## src/sv/assert_macros.svh

```systemverilog
// Assertion helpers shared by the fusion RTL.
`ifndef ASSERT_MACROS_SVH
`define ASSERT_MACROS_SVH

// Same-cycle implication.
`define CHK_IMP(label, clk, rst_n, ante, cons) \
	label: assert property (@(posedge clk) disable iff (!rst_n) (ante) |-> (cons)) \
		else $error("same-cycle check failed");

// Next-cycle implication.
`define CHK_NXT(label, clk, rst_n, ante, cons) \
	label: assert property (@(posedge clk) disable iff (!rst_n) (ante) |=> (cons)) \
		else $error("next-cycle check failed");

`endif

```

## src/sv/mwgf_pkg.sv

```systemverilog
package mwgf_pkg;

	localparam int EV_KINDS  = 7;
	localparam int SCORE_W   = 16;
	localparam int WEIGHT_W  = 10;
	localparam int CFG_IDX_W = 3;
	localparam int SCORE_LO  = 66;
	localparam int SCORE_HI  = 65470;
	// negative log2 in Q16, at most 10.0 for clamped scores
	localparam int D_W       = 20;
	localparam int PROD_W    = WEIGHT_W + D_W;
	localparam int ACC_W     = PROD_W + 3;
	localparam int WSUM_W    = WEIGHT_W + 3;
	localparam int Q_W       = D_W;
	localparam int DIV_STEP  = 2;

	localparam logic [WEIGHT_W-1:0] WEIGHT_RESET [EV_KINDS] =
		'{10'd256, 10'd77, 10'd128, 10'd205, 10'd179, 10'd230, 10'd154};

	typedef enum logic [1:0] {
		OUT_FUSED    = 2'd0,
		OUT_FALLBACK = 2'd1,
		OUT_ZERO     = 2'd2
	} outcome_t;

	typedef struct packed {
		outcome_t             outcome;
		logic [SCORE_W-1:0]   fallback;
	} side_t;

	function automatic logic [63:0] isqrt64(input logic [63:0] val);
		logic [63:0] v;
		logic [63:0] r;
		logic [63:0] b;
		v = val;
		r = '0;
		b = 64'd1 << 62;
		for (int n = 0; n < 32; n++) begin
			if (b != 0) begin
				if (v >= r + b) begin
					v = v - (r + b);
					r = (r >> 1) + b;
				end else begin
					r = r >> 1;
				end
				b = b >> 2;
			end
		end
		return r;
	endfunction

	// log2(1 + idx/2^tbits) in Q16, from a 30-bit squaring log
	function automatic logic [63:0] log_entry(input int idx, input int tbits);
		logic [63:0] x;
		logic [63:0] v;
		x = (64'd1 << 30) + (64'(idx) << (30 - tbits));
		v = '0;
		for (int k = 1; k <= 30; k++) begin
			x = (x * x) >> 30;
			if (x >= (64'd2 << 30)) begin
				v = v | (64'd1 << (30 - k));
				x = x >> 1;
			end
		end
		return (v + (64'd1 << 13)) >> 14;
	endfunction

	// 2^(idx/2^tbits) in Q30, chained square roots of two
	function automatic logic [63:0] exp_entry(input int idx, input int tbits);
		logic [63:0] root;
		logic [63:0] e;
		root = isqrt64(64'd2 << 60);
		e = 64'd1 << 30;
		for (int k = 1; k <= 12; k++) begin
			if (k <= tbits) begin
				if (((idx >> (tbits - k)) & 1) != 0)
					e = (e * root + (64'd1 << 29)) >> 30;
				root = isqrt64(root << 30);
			end
		end
		return e;
	endfunction

endpackage

```

## src/sv/mwgf_div.sv

```systemverilog
`include "assert_macros.svh"

// Pipelined restoring divider, DIV_STEP quotient bits per stage.
module mwgf_div (
	input  logic                          clk,
	input  logic                          arst_n,
	input  logic                          in_valid,
	output logic                          in_stall,
	input  logic [mwgf_pkg::ACC_W-1:0]    num,
	input  logic [mwgf_pkg::WSUM_W-1:0]   den,
	input  mwgf_pkg::side_t               in_side,
	output logic                          out_valid,
	input  logic                          out_stall,
	output logic [mwgf_pkg::Q_W-1:0]      quo,
	output mwgf_pkg::side_t               out_side
);

	localparam int NS = (mwgf_pkg::Q_W + mwgf_pkg::DIV_STEP - 1) / mwgf_pkg::DIV_STEP;
	localparam int RW = mwgf_pkg::WSUM_W;
	localparam int QW = mwgf_pkg::Q_W;

	logic                v_s   [NS];
	logic [RW-1:0]       rem_s [NS];
	logic [QW-1:0]       nq_s  [NS];
	logic [RW-1:0]       den_s [NS];
	mwgf_pkg::side_t     side_s[NS];
	logic [NS-1:0]       en;

	for (genvar g = 0; g < NS; g++) begin : g_stage
		logic            v_src;
		logic [RW-1:0]   r_src;
		logic [QW-1:0]   n_src;
		logic [RW-1:0]   d_src;
		mwgf_pkg::side_t side_src;
		logic [RW-1:0]   r_nxt;
		logic [QW-1:0]   n_nxt;

		if (g == 0) begin : g_first
			// quotient fits QW bits, so the top part is already below den
			assign v_src    = in_valid;
			assign r_src    = RW'(num >> QW);
			assign n_src    = num[QW-1:0];
			assign d_src    = den;
			assign side_src = in_side;
		end else begin : g_next
			assign v_src    = v_s[g-1];
			assign r_src    = rem_s[g-1];
			assign n_src    = nq_s[g-1];
			assign d_src    = den_s[g-1];
			assign side_src = side_s[g-1];
		end

		if (g == NS - 1) begin : g_last_en
			assign en[g] = !v_s[g] || !out_stall;
		end else begin : g_mid_en
			assign en[g] = !v_s[g] || en[g+1];
		end

		always_comb begin
			logic [RW:0] t;
			r_nxt = r_src;
			n_nxt = n_src;
			t = '0;
			for (int k = 0; k < mwgf_pkg::DIV_STEP; k++) begin
				if (g * mwgf_pkg::DIV_STEP + k < QW) begin
					t = {r_nxt, n_nxt[QW-1]};
					n_nxt = {n_nxt[QW-2:0], 1'b0};
					if (t >= {1'b0, d_src}) begin
						t = t - {1'b0, d_src};
						n_nxt[0] = 1'b1;
					end
					r_nxt = t[RW-1:0];
				end
			end
		end

		always_ff @(posedge clk or negedge arst_n) begin
			if (!arst_n) begin
				v_s[g] <= 1'b0;
			end else if (en[g]) begin
				v_s[g] <= v_src;
			end
		end

		always_ff @(posedge clk) begin
			if (en[g]) begin
				rem_s[g]  <= r_nxt;
				nq_s[g]   <= n_nxt;
				den_s[g]  <= d_src;
				side_s[g] <= side_src;
			end
		end
	end

	assign in_stall  = !en[0];
	assign out_valid = v_s[NS-1];
	assign quo       = nq_s[NS-1];
	assign out_side  = side_s[NS-1];

	`CHK_IMP(a_rem_below_den, clk, arst_n,
		v_s[NS-1] && (den_s[NS-1] != 0), rem_s[NS-1] < den_s[NS-1])
	`CHK_NXT(a_take_fills, clk, arst_n, in_valid && en[0], v_s[0])

endmodule
```

## config.mk

```make
export PLATFORM = sky130hd
export DESIGN_NAME = mwgf_div
export DESIGN_NICKNAME = d
export VERILOG_FILES = /design/src/sv/mwgf_pkg.sv /design/src/sv/mwgf_div.sv
export VERILOG_INCLUDE_DIRS = /design/src /design/src/sv
export SDC_FILE = /design/constraint.sdc
export NUM_CORES = 1
export LEC_CHECK = 0
export ABC_AREA = 1
export BUFFER_PORTS_ARGS = -buffer_cell sky130_fd_sc_hd__buf_4
export CORE_MARGIN = 1
export CORE_UTILIZATION = 55
export DETAILED_ROUTE_END_ITERATION = 7
export GPL_TIMING_DRIVEN = 1
export PLACE_DENSITY = 0.72
export SETUP_SLACK_MARGIN = 0.4
export SYNTH_ARGS = -nofsm -noshare
export SYNTH_HDL_FRONTEND = slang
export SYNTH_SLANG_ARGS = --single-unit
export TNS_END_PERCENT = 100
```

## constraint.sdc

```tcl
create_clock -name clk -period 9.55 [get_ports clk]
set_input_delay 0.955 -clock clk [delete_from_list [all_inputs] [get_ports clk]]
set_output_delay 0.955 -clock clk [all_outputs]
set_load 0.05 [all_outputs]
```

==> out/results.ini, run 1 <==
[yosys]
ys_top_cells_by_area=edfxtp_1, nand2_1, ha_1
synth.distinct_cells=50
synth_most_common_cell=nand2_1
ys_ff_latch=624
synth_top_cell_by_area=edfxtp_1
synth_enable_flop_cells=614
synth_async_sr_flop_share_pct=1.60
synth_area_um2=34500
syn_inst=3429
synth_seq_area_share_pct=54.2
synth_area_per_cell_um2=10.0
synth_ff_type=edfxtp_1
netlist_top_cells_count=nand2_1, edfxtp_1, inv_1
synthesis.nets=3776
netlist.area_leader.share_pct=53.5
ys_warn_count=0

[place]
placed_area_um2=36100
port_buffers=107
gp_congestion=0.916
place_hpwl_um=53900

[die]
start_util_pct=55.7
core_area_um2=61800
row_count=91
chipHeight_um=252
dieArea_um2=63700
die-width_um=252
ios=108

[clock_tree]
clk_latency_ns=0.62
cts_hold_buf=0
htree_levels=3
cts_tree=done
numCtsBuffers=67
path_clk_slew_ns=0.06
cts_sinks=624
cts_root_buffer=clkbuf_16
postCtsResizedCells=0
ctsLongestPathBuffers=3
cts_setup_buffers=0

[route]
drt_iter0_drc=1731
first_pass_iters=5
avgRoutedWirePerCell_um=15.8
wl_um=70700
via_per_inst=5.23
num_vias=23400
ant_nets=0
drc=0

[setup_path]
arrival_ns=4.23
startpoint_type=flip-flop
rr_worst_depth=25
endpoint_kind=output port
worstPathRequired_ns=8.60
path_class=flip-flop to output port
cp_max_fo=66

[sta]
worstMarginPinSlew_ns=0.925
min_period_ns=5.18
min_period_over_period_pct=54.3
maxSlewViolCount=0
rsz0062_at_grt=no
finalSetupViolations=0
max_freq_mhz=193
finalSetupTns_ns=0
skew_ns=0.0142
finalHoldViolations=0
maxSlewHeadroom_pct=38.3

[finish]
area_growth_pct=11.2
stdcell_area_um2=38300
fin_nets=3927
multi_input_area_um2=14000
ff_latch_area_um2=18700
drive_gt1_share_pct=9.20
fillers=5088

[global_routing]
grt_max_degree=67
grt_overflow_total=0
track_usage_pct=22.6
grt_pass1_wl_um=113000
antenna_found_initial=2
grt_pass1_vias=22500

[flow_run]
max_cap_viol_count=0

[run_status]
status=finished, final reports clean

[hold_path]
hold_class=primary input to async pin

## area by class of cell
class	count	area share, %
Clock buffer	78	4.51
Multi-Input combinational cell	2366	36.5
Timing Repair Buffer	117	2.29
Inverter	404	3.98
Tap cell	837	2.73
Clock inverter	42	1.17
Sequential cell	624	48.8
Antenna cell	1	0.00653
## logic make-up (layout without fill, tap and decap cells)
family / after synthesis / after routing / share of synthesized area, %
flops: 624 / 624 / 54.2
simple gates: 1486 / 1486 / 18.6
other cells: 0 / 1 / 0
compound gates: 418 / 418 / 6.77
buf+inv: 439 / 641 / 5.18
fa+ha+maj: 279 / 279 / 10.5
xor+xnor: 183 / 183 / 4.65
## worst max-delay path: stages, from the launching register on
cell     delay (ns)
dfrtp_1        0.42
nand2_2        0.06
buf_4          0.30
nor2_1         0.19
inv_2          0.06
nor2_2         0.09
inv_2          0.04
nor2_1         0.10
inv_2          0.06
nor2_2         0.17
nand2_2        0.11
nor2_4         0.15
nand2_4        0.47
nor2_2         0.42
nand2_4        0.53
inv_2          0.18
buf_4          0.21
## sequential cells by signal, summed over array words and instances (netlist names)
name and flops:
nq_s 200, den_s 117, out_valid 1, rem_s 117, side_s 180, g_stage.v_src 9
## per-layer routing
layer	wire length [um]	GRT usage [%]	vias up
li1	-	-	12000
met1	32200	30.4	10800
met3	3170	3.25	116
met5	11	0	-
met4	1850	8.00	2
met2	33400	37.4	503
## cells in the final DEF, fill, tap and decap left out, drive strengths merged, types with 2 or more instances in the layout
master	count
buf	117
ha	260
xnor2	77
clkinvlp	6
a21oi	186
inv	410
nand3b	24
nand4	49
a21o	34
o21ai	152
clkbuf	78
o21bai	23
or3	3
nor3	37
nor3b	2
fa	19
a31oi	4
or2	21
a21boi	2
dfrtp	10
edfxtp	614
o21a	2
a211oi	11
xor2	106
nand3	176
o2111ai	2
bufinv	5
nand2	956
nor2	215
clkinv	25
## worst paths after layout
check | slack [ns] | startpoint | end
worst max-delay path | 4.37 | out_valid | in_stall
worst min-delay path | 0.18 | arst_n | g_stage[5].v_src
worst max register to register | 4.95 | nq_s[7][19] | rem_s[8][0]
worst min register to register | 0.41 | side_s[2][6] | side_s[3][6]
max in group asynchronous | 9.20 | arst_n | g_stage[4].v_src
min in group clk | 0.41 | side_s[2][6] | side_s[3][6]
## through the flow
step	setup WS [ns]	instances	util, %	hold slack (ns)
after floorplan	1.08	3429	-	0.400
after global placement	4.41	4348	58.4	0.400
after detailed placement	4.30	4348	58.4	0.405
after CTS	4.20	4468	62.0	0.152
after global routing	3.90	4469	62.0	0.166
final	4.37	4469	62.0	0.179
Power of run 1 is not shown: default switching activity piles up to over one toggle a cycle in this logic, so the estimate is an artifact.
==> run 2, diff against run 1 <==
Clock period 9.55 ns to 5.4 ns, I/O delays scaled along.
==> out/results.ini, run 2 (synthesized netlist as in run 1, its figures left out) <==
[run_status]
status=finished, final reports clean

[sta]
skew_ns=0.0235  ; +0.00921 ns
maxSlewViolCount=0  ; unchanged
finalSetupViolations=0  ; unchanged
finalSetupTns_ns=0  ; unchanged
finalHoldViolations=0  ; unchanged
worstMarginPinSlew_ns=0.907  ; -0.0174 ns
max_freq_mhz=226
rsz0062_at_grt=no
min_period_over_period_pct=81.9
maxSlewHeadroom_pct=39.5  ; +1.2 points
min_period_ns=4.42
hold_slack_ns=0.100  ; -0.0789 ns

[place]
gp_congestion=0.930  ; +1.5%
place_hpwl_um=55800  ; +3.6%
placed_area_um2=36200  ; +0.13%
port_buffers=107  ; unchanged

[route]
num_vias=23500  ; +0.59%
drt_iter0_drc=1626  ; -6.1%
avgRoutedWirePerCell_um=16.4  ; +3.7%
ant_nets=0  ; unchanged
wl_um=73400  ; +3.9%
via_per_inst=5.25  ; +0.44%
first_pass_iters=6  ; +1
drc=0  ; unchanged

[finish]
stdcell_area_um2=38500  ; +0.47%
final_common_cell=nand2_1
multi_input_area_um2=14000  ; +0.30%
fin_nets=3928  ; +0.025%
area_growth_pct=11.7
max_flop_register=nq_s
ff_latch_area_um2=18700  ; about the same
fillers=4995  ; -1.8%
final_util_pct=62.3  ; +0.29 points
most-common-layout-cells=nand2_1, edfxtp_1, inv_1
largest_reg_flops=200  ; unchanged
reg_top3=nq_s (200), side_s (180)
drive_gt1_share_pct=9.08  ; -0.12 points

[die]
core_area_um2=61800  ; unchanged
row_count=91  ; unchanged
dieArea_um2=63700  ; unchanged
die-width_um=252  ; unchanged
ios=108  ; unchanged
chipHeight_um=252  ; unchanged
start_util_pct=55.7  ; unchanged

[setup_path]
cp_max_fo=28  ; -58%
path_class=flip-flop to flip-flop
crit_chain=ha_1 -> inv_1 -> fa_1 -> nand3_1 -> nand2_1 -> nand3_1 -> nand2_1 -> nand2_2 -> nand3_4 -> a21oi_1 -> ha_1 -> a21oi_1 -> o21ai_0 -> nand2_1 -> nand3_1 -> nand2_1 -> nand2_1 -> a21oi_1 -> nand3_2 -> nand2_1 -> nand2_1
slowest_delay_ns=0.46  ; -0.07 ns
worstPathRequired_ns=5.75  ; -2.85 ns
endpoint_kind=flip-flop
arrival_ns=4.78  ; +0.55 ns
cpMostUsedCell=nand2_1
cp_num_buf_inv=1  ; -5
cpLargestDelayFamily=simple AND/OR/NAND/NOR gates
startpoint_type=flip-flop
crit_slowest_cell=edfxtp_1

[global_routing]
grt_overflow_total=0  ; unchanged
met3_usage_pct=3.02  ; -0.24 points
grt_pass1_wl_um=117000  ; +3.2%
met2_usage_pct=38.9  ; +1.5 points
grt_use_met1_pct=31.1  ; +0.67 points
grt_max_degree=67  ; unchanged
busiest_layer=met2
track_usage_pct=23.4  ; +0.86 points
grt_pass1_vias=22600  ; +0.82%
antenna_found_initial=3  ; +1

[clock_tree]
clk_latency_ns=0.62  ; about the same
path_clk_slew_ns=0.06  ; about the same
cts_hold_buf=1  ; +1
ctsLongestPathBuffers=3  ; unchanged
numCtsBuffers=68  ; +1.5%
htree_levels=3  ; unchanged
postCtsResizedCells=0  ; unchanged
cts_root_buffer=clkbuf_16
cts_setup_buffers=0  ; unchanged
cts_tree=done
cts_sinks=624  ; unchanged

[flow_run]
max_cap_viol_count=0  ; unchanged

[hold_path]
hold_class=primary input to flip-flop

run 2: changes by cell type in the layout (fill, tap and decap cells not counted), moves of 3 or more:
cell,change
clkbuf_1,+9
clkinv_2,-5
inv_2,-4
bufinv_16,+3
clkinv_4,-3
inv_4,+3
nand2_8,+3
run 2: final cells by class:
class,count,share of cell area (%)
Sequential cell,624,48.6
Multi-Input combinational cell,2366,36.5
Clock buffer,88,4.67
Inverter,404,3.99
Tap cell,837,2.72
Timing Repair Buffer,117,2.29
Clock inverter,37,1.28
Antenna cell,3,0.0195
run 2: worst paths after layout:
path,cells after the start,endpoint,slack [ns],startpoint
max in group asynchronous,2,g_stage[2].v_src,4.79,arst_n
min in group asynchronous,2,out_valid,0.36,arst_n
max,21,rem_s[6][1],0.98,den_s[5][0]
max reg2reg,21,rem_s[6][1],0.98,den_s[5][0]
min reg2reg,0,nq_s[6][16],0.40,nq_s[5][14]
min,1,nq_s[0][15],0.10,num[13]
run 2: metal layers:
metal	wire, um	up-vias	part of all wire (%)
met4	2790	0	3.8
met2	34800	552	47
met3	3380	161	4.6
met5	0	-	0
met1	32500	10800	44
li1	-	12000	-
run 2: metrics by stage:
stage | setup slack [ns] | std cells
finish | 0.976 | 4476
global route | 0.507 | 4476
CTS | 0.942 | 4473
detailed placement | 0.742 | 4347
global placement | 0.801 | 4347
floorplan | 0.412 | 3429
run 2: worst register-to-register path: stages (launching register included):
cell	delay [ns]
edfxtp_1	0.46
ha_1	0.24
inv_1	0.06
fa_1	0.41
nand3_1	0.09
nand2_1	0.12
nand3_1	0.09
nand2_1	0.10
nand2_2	0.10
nand3_4	0.27
a21oi_1	0.37
ha_1	0.36
a21oi_1	0.26
o21ai_0	0.13
nand2_1	0.08
nand3_1	0.12
nand2_1	0.11
nand2_1	0.08
a21oi_1	0.18
nand3_2	0.32
nand2_1	0.15
nand2_1	0.07
Power of run 2 is left out for the same reason.
